==> src/chte_pkg.sv <==
// Shared types and constants of the chained hash table engine.
package chte_pkg;

    localparam int KEY_W    = 32;
    localparam int VALUE_W  = 32;
    localparam int STATUS_W = 2;
    localparam int BC_W     = 7;

    // Largest and reset value of the bucket count register.
    localparam int BC_MAX   = 2 ** BC_W - 1;
    localparam int BC_RESET = 64;

    // Hash multiplier; the product wraps at the key width.
    localparam logic [KEY_W-1:0] HASH_MULT = 32'd4099;

    // Dividend bits retired by the modulo unit in each cycle.
    localparam int MOD_STEPS  = 4;
    localparam int MOD_CYCLES = KEY_W / MOD_STEPS;

    typedef enum logic [STATUS_W-1:0] {
        ST_OK   = 2'd0,
        ST_DUP  = 2'd1,
        ST_MISS = 2'd2,
        ST_FULL = 2'd3
    } status_t;

    typedef enum logic {
        FN_INSERT = 1'b0,
        FN_LOOKUP = 1'b1
    } func_t;

    typedef struct packed {
        logic             start;
        logic [KEY_W-1:0] dividend;
        logic [BC_W-1:0]  divisor;
    } mod_req_t;

    typedef struct packed {
        logic            done;
        logic [BC_W-1:0] rem;
    } mod_rsp_t;

endpackage

==> src/chte_mod_unit.sv <==
// Iterative modulo unit: restoring remainder, several dividend bits per cycle.
module chte_mod_unit (
    input  logic               clk,
    input  logic               rst_n,
    input  chte_pkg::mod_req_t req,
    output chte_pkg::mod_rsp_t rsp
);
    import chte_pkg::*;

    localparam int CYC_W = (MOD_CYCLES > 1) ? $clog2(MOD_CYCLES) : 1;

    logic             busy_reg;
    logic             done_reg;
    logic [CYC_W-1:0] cnt_reg;
    logic [KEY_W-1:0] quo_reg;
    logic [BC_W-1:0]  rem_reg;
    logic [BC_W-1:0]  div_reg;

    logic [KEY_W-1:0] quo_next;
    logic [BC_W-1:0]  rem_next;

    // Shift in one dividend bit per step, subtract the divisor when it fits.
    always_comb
    begin
        logic [BC_W:0]    t;
        logic [BC_W-1:0]  r;
        logic [KEY_W-1:0] d;
        r = rem_reg;
        d = quo_reg;
        t = '0;
        for (int i = 0; i < MOD_STEPS; i++)
        begin
            t = {r, d[KEY_W-1]};
            d = {d[KEY_W-2:0], 1'b0};
            if (t >= {1'b0, div_reg})
            begin
                t = t - {1'b0, div_reg};
            end
            r = t[BC_W-1:0];
        end
        rem_next = r;
        quo_next = d;
    end

    always_ff @(posedge clk or negedge rst_n)
    begin
        if (!rst_n)
        begin
            busy_reg <= 1'b0;
            done_reg <= 1'b0;
            cnt_reg  <= '0;
        end
        else if (req.start)
        begin
            busy_reg <= 1'b1;
            done_reg <= 1'b0;
            cnt_reg  <= '0;
        end
        else if (busy_reg)
        begin
            cnt_reg <= cnt_reg + 1'b1;
            if (cnt_reg == CYC_W'(MOD_CYCLES - 1))
            begin
                busy_reg <= 1'b0;
                done_reg <= 1'b1;
            end
        end
        else
        begin
            done_reg <= 1'b0;
        end
    end

    always_ff @(posedge clk)
    begin
        if (req.start)
        begin
            quo_reg <= req.dividend;
            rem_reg <= '0;
            div_reg <= req.divisor;
        end
        else if (busy_reg)
        begin
            quo_reg <= quo_next;
            rem_reg <= rem_next;
        end
    end

    assign rsp.done = done_reg;
    assign rsp.rem  = rem_reg;

endmodule

==> config.mk <==
export PLATFORM = sky130hd
export DESIGN_NAME = chte_mod_unit
export DESIGN_NICKNAME = d
export VERILOG_FILES = /design/src/chte_pkg.sv /design/src/chte_mod_unit.sv
export SDC_FILE = /design/constraint.sdc
export NUM_CORES = 1
export LEC_CHECK = 0
export BUFFER_PORTS_ARGS = -buffer_cell sky130_fd_sc_hd__buf_4
export CAP_MARGIN = 10
export CORE_MARGIN = 8
export CORE_UTILIZATION = 30
export DETAILED_ROUTE_END_ITERATION = 12
export SYNTH_ARGS = -nofsm -noshare
export SYNTH_HDL_FRONTEND = slang
export SYNTH_SLANG_ARGS = --single-unit
==> constraint.sdc <==
create_clock -name clk -period 7.5 [get_ports clk]
set_input_delay 0.375 -clock clk [delete_from_list [all_inputs] [get_ports clk]]
set_output_delay 0.375 -clock clk [all_outputs]
set_load 0.01 [all_outputs]
==> qor.csv, run 1 <==
stage,metric,value,unit
layout,multi_input_comb_area,2190,sq um
worst_setup_path,worstPathRequired,7700,ps
global_route,grt_max_degree,55,
die,fp.dieH,127,um
layout,drive_gt1_share,35.3,%
layout,largest_register_ffs,32,
clocking,tritoncts,yes,
layout,nNetsFinal,483,
timing,final-setup-viol-count,0,
timing,slew-limit-headroom,47.0,%
placed_design,post_dp_cell_area,4410,sq um
worst_setup_path,path_max_fanout,8,
route,drtIter0Drc,242,
timing,fmax,139,MHz
timing,hold_viol,0,
logic_synthesis,syn_nets,412,
timing,setup_ws,296,ps
worst_hold_path,hold_class,primary input to flip-flop,
global_route,overflow,0,
logic_synthesis,synth_ff_type,edfxtp_1,
timing,fin_skew,8.05,ps
global_route,track_usage,11.2,%
layout,layout_common_cells,"buf_4 (71), edfxtp_1 (39), mux2_2 (31)",
route,drcViolationCount,0,
layout,register_area,1440,sq um
die,ios,50,
logic_synthesis,netlist.area_leader.share,31.5,%
clocking,clk_pin_slew,60,ps
global_route,grt_first_pass_wirelength,14700,um
clocking,htreeDepth,2,
layout,n_antenna_cell,0,
clocking,cts_root_buffer,clkbuf_16,
route,avgViaCountPerCell,5.04,
timing,fin_crit_sh,96.0,%
worst_setup_path,slowest_stage,fa_1,
placed_design,gp_congestion,0.872,
route,wl,9230,um
clocking,clk_latency,290,ps
route,ant_nets,0,
clocking,clockBufferDepth,2,
clocking,clock-sinks,51,
worst_setup_path,slowest_delay,430,ps
die,die_w,127,um
status,status,finished clean,
logic_synthesis,yosys-top-cells-area,"edfxtp_1 (32%), ha_1 (10%), mux2_2 (9.7%), dfxtp_1 (3.8%), dfrtp_1 (3.4%)",
die,initial_utilization,30.8,%
worst_setup_path,critPathKind,flip-flop to flip-flop,
timing,timing.hold.ws,264,ps
layout,area_growth,25.6,%
timing,slew_violations,0,
layout,fillCellCount,1181,
global_route,grt_pass1_vias,2991,
route,routedWlPerCell,16.0,um
layout,final_common_cell,buf_4,
run,drv_cap,0,
logic_synthesis,yosys_warnings,0,
die,row_count,40,
placed_design,dp_slack,-6.18,ps
logic_synthesis,synthCells,336,
clocking,cts_buffers,5,
placed_design,hpwl,7220,um
logic_synthesis,syn_avg_cell_area,11.0,sq um
timing,min_period,7200,ps
global_route,antenna_found_initial,0,
placed_design,port_buffers,49,
route,vias,2903,
timing,worst_slew_pin_slew,794,ps
worst_setup_path,arrival,7400,ps
logic_synthesis,synth_seq_cells,51,
route,drtPass1Iterations,4,
timing,setup_tns,0,ps
die,core_area,12100,sq um
logic_synthesis,synthDistinctLibCells,60,
worst_setup_path,cp_common_cell,ha_1,
worst_setup_path,crit_path_end_kind,flip-flop,
layout,design_area,4660,sq um
logic_synthesis,synth-edff-count,39,
die,die_area,16200,sq um
logic_synthesis,syn_area,3710,sq um
worst_setup_path,start_kind,flip-flop,
logic_synthesis,synth_area_leader_cell,edfxtp_1,
logic_synthesis,yosysSeqAreaShare,38.7,%
logic_synthesis,async_flop_share,9.80,%
==> worst max-delay path: cells and delay by family (launching register included) <==
family | cells | cell delay (ps)
fa+ha+maj | 5 | 1530
buf+inv | 3 | 290
mux | 2 | 670
simple gates | 5 | 890
compound gates | 18 | 3360
flops | 1 | 370
==> what timing repair did <==
item / 4_1_cts / 5_1_grt
setup endpoints to repair: 3 / 7
hold endpoints to repair: 5 / 0
hold buffers: 1 / 0
setup buffers: 0 / 4
resized for setup: 1 / 17
pin swaps: 1 / 14
==> routing by layer <==
layer | vias to the layer above | global-route usage, % | wire (um) | share of wire [%]
li1 | 1412 | - | - | -
met1 | 1418 | 13.8 | 4130 | 45
met2 | 65 | 18.7 | 4490 | 49
met3 | 8 | 2.95 | 522 | 5.7
met4 | 0 | 3.22 | 86 | 0.93
met5 | - | 0 | 0 | 0
==> layout make-up <==
cell class	count	share of cell area, %
clock inverters	1	0.644
inverters	23	1.85
well taps	168	4.51
repair buffers	74	12.3
multi-input cells	252	47.0
clock buffers	7	2.84
flip-flops and latches	51	30.8
==> worst paths after layout <==
kind / slack (ps) / startpoint / endpoint / cells after the start
hold / removal: 260 / req[3] / div_reg[3] / 1
hold reg to reg: 510 / done_reg / done_reg / 2
setup / recovery: 300 / quo_reg[31] / rem_reg[0] / 33
min in group asynchronous: 440 / rst_n / done_reg / 2
max in group asynchronous: 6950 / rst_n / busy_reg / 2
setup reg to reg: 300 / quo_reg[31] / rem_reg[0] / 33
==> synthesized netlist by cell type, types with 8 or more instances <==
cell      count
nor2b_1       8
nand2_1      15
inv_1        23
xnor2_1      10
ha_1         30
a21oi_1      10
o21bai_1      9
mux2_2       32
nor2_1       18
edfxtp_1     39
o21ai_0      14
a21o_1        8
==> through the flow <==
stage | std cells | util (%)
2_1_floorplan | 336 | -
3_3_place_gp | 563 | 36.5
3_5_place_dp | 563 | 36.5
4_1_cts | 572 | 38.0
5_1_grt | 576 | 38.7
6_report | 576 | 38.7
==> logic make-up (layout without fill, tap and decap cells) <==
family,Yosys count,after routing,share of synthesized area [%]
AOI/OAI and AO/OA,90,90,19.6
xor gates and xnor gates,12,12,2.83
adders and majority gates,34,34,12.3
buffers and inverters,33,105,3.67
DFF,51,51,38.7
muxes,37,37,11.1
and+or+nand+nor,79,79,11.8
Power of run 1 is not shown: default switching activity piles up to over one toggle a cycle in this logic, so the estimate is an artifact.
==> inputs of run 2 (changes only) <==
--- a/config.mk
+++ b/config.mk
@@ -7,9 +7,12 @@
 export LEC_CHECK = 0
 export BUFFER_PORTS_ARGS = -buffer_cell sky130_fd_sc_hd__buf_4
 export CAP_MARGIN = 10
+export CELL_PAD_IN_SITES_DETAIL_PLACEMENT = 0
+export CELL_PAD_IN_SITES_GLOBAL_PLACEMENT = 2
 export CORE_MARGIN = 8
 export CORE_UTILIZATION = 30
 export DETAILED_ROUTE_END_ITERATION = 12
+export PLACE_DENSITY_LB_ADDON = 0.1
 export SYNTH_ARGS = -nofsm -noshare
 export SYNTH_HDL_FRONTEND = slang
 export SYNTH_SLANG_ARGS = --single-unit
==> constraint.sdc (replaced) <==
create_clock -name clk -period 7.4 [get_ports clk]
set_input_delay 0.37 -clock clk [delete_from_list [all_inputs] [get_ports clk]]
set_output_delay 0.37 -clock clk [all_outputs]
set_load 0.01 [all_outputs]
==> qor.csv, run 2 (synthesis results as in run 1) <==
stage,metric,value,unit
placed_design,dp_slack,-96.0,ps
worst_setup_path,crit_family,compound AO/OA/AOI/OAI gates,
layout,layout_common_cells,"buf_4 (96), edfxtp_1 (39), mux2_2 (28)",
timing,setup_tns,0,ps
global_route,track_usage,12.2,%
worst_setup_path,path_max_fanout,5,
layout,multi_input_comb_area,2270,sq um
timing,fin_skew,7.31,ps
global_route,antenna_found_initial,0,
route,avgViaCountPerCell,4.84,
global_route,grt_first_pass_wirelength,15500,um
worst_setup_path,cp_common_cell,a21oi_2,
worst_setup_path,crit_path_end_kind,flip-flop,
route,drtPass1Iterations,4,
clocking,cts_buffers,5,
worst_setup_path,worstPathRequired,7530,ps
placed_design,gp_congestion,0.837,
layout,largest_register_ffs,32,
status,status,finished clean,
layout,area_growth,32.2,%
layout,nNetsFinal,508,
worst_hold_path,hold_class,primary input to flip-flop,
placed_design,port_buffers,49,
timing,min_period,7190,ps
worst_setup_path,slowest_stage,fa_2,
worst_setup_path,worst-path-buf-inv,4,
clocking,tritoncts,yes,
layout,final_common_cell,buf_4,
clocking,clk_latency,290,ps
global_route,grt_max_degree,55,
layout,fillCellCount,1181,
worst_setup_path,start_kind,flip-flop,
clocking,clk_pin_slew,60,ps
global_route,grt_pass1_vias,2868,
route,ant_nets,0,
die,die_w,127,um
run,drv_cap,0,
layout,finish.utilization,40.7,%
timing,fin_crit_sh,97.2,%
timing,worst_slew_pin_slew,768,ps
worst_setup_path,arrival,7320,ps
worst_setup_path,r2r_setup_slack,210,ps
layout,n_antenna_cell,0,
die,fp.dieH,127,um
die,row_count,40,
route,wl,10200,um
die,ios,50,
global_route,overflow,0,
timing,final-setup-viol-count,0,
placed_design,hpwl,8160,um
die,initial_utilization,30.8,%
layout,drive_gt1_share,41.6,%
die,die_area,16200,sq um
clocking,clock-sinks,51,
die,core_area,12100,sq um
clocking,clockBufferDepth,2,
timing,fmax,139,MHz
route,routedWlPerCell,17.1,um
route,vias,2911,
timing,setup_ws,206,ps
route,drtIter0Drc,174,
clocking,htreeDepth,2,
timing,timing.hold.ws,257,ps
timing,slew_violations,0,
worst_setup_path,critPathKind,flip-flop to flip-flop,
layout,register_area,1440,sq um
worst_setup_path,slowest_delay,390,ps
clocking,cts_root_buffer,clkbuf_16,
timing,slew-limit-headroom,48.8,%
timing,hold_viol,0,
route,drcViolationCount,0,
## run 2: cell types whose count changed in the layout (fill, tap and decap cells not counted), sizes merged
cell,delta
clkinvlp,+1
clkinv,+1
bufinv,-1
clkbuf,-1
buf,+25
## run 2: worst reg2reg max path: cells and delay by family (launching register included)
family | cells | cell delay [ps]
buffers and inverters | 4 | 480
and+or+nand+nor | 6 | 1030
AOI/OAI and AO/OA | 17 | 3130
adders and majority gates | 5 | 1320
DFF | 1 | 380
muxes | 2 | 700
## run 2: layout make-up
cell class | count | area share, %
Timing Repair Buffer | 99 | 15.4
Multi-Input combinational cell | 252 | 46.3
Sequential cell | 51 | 29.3
Inverter | 23 | 1.76
Tap cell | 168 | 4.28
Clock buffer | 6 | 2.83
Clock inverter | 2 | 0.230
## run 2: worst paths after layout
path                        startpoint         end  depth (start not counted)
setup reg to reg           quo_reg[31]  rem_reg[0]                         34
setup / recovery           quo_reg[31]  rem_reg[0]                         34
max in group asynchronous        rst_n  cnt_reg[0]                          2
hold / removal                  req[0]  div_reg[0]                          1
hold reg to reg             cnt_reg[1]  cnt_reg[1]                          2
min in group asynchronous        rst_n  cnt_reg[1]                          2
## run 2: through the flow
step           cells  area (sq um)
6_report         601          4910
5_1_grt          601          4910
4_1_cts          592          4720
3_5_place_dp     583          4550
3_3_place_gp     583          4550
2_1_floorplan    336          3720
## run 2: routing by layer
layer,track usage (%),part of all wire (%)
met1,17.0,51
met5,0,0
met2,19.4,46
met3,2.12,2.3
met4,2.31,0.75
## run 2: timing repair
| action | in CTS | in global routing |
|---|---|---|
| pin swaps | 2 | 15 |
| endpoints found under the setup margin | 7 | 7 |
| hold endpoints to repair | 5 | 0 |
| buffers inserted | 0 | 9 |
| hold buffers | 1 | 0 |
| resized for setup | 4 | 29 |
Power of run 2 is left out for the same reason.
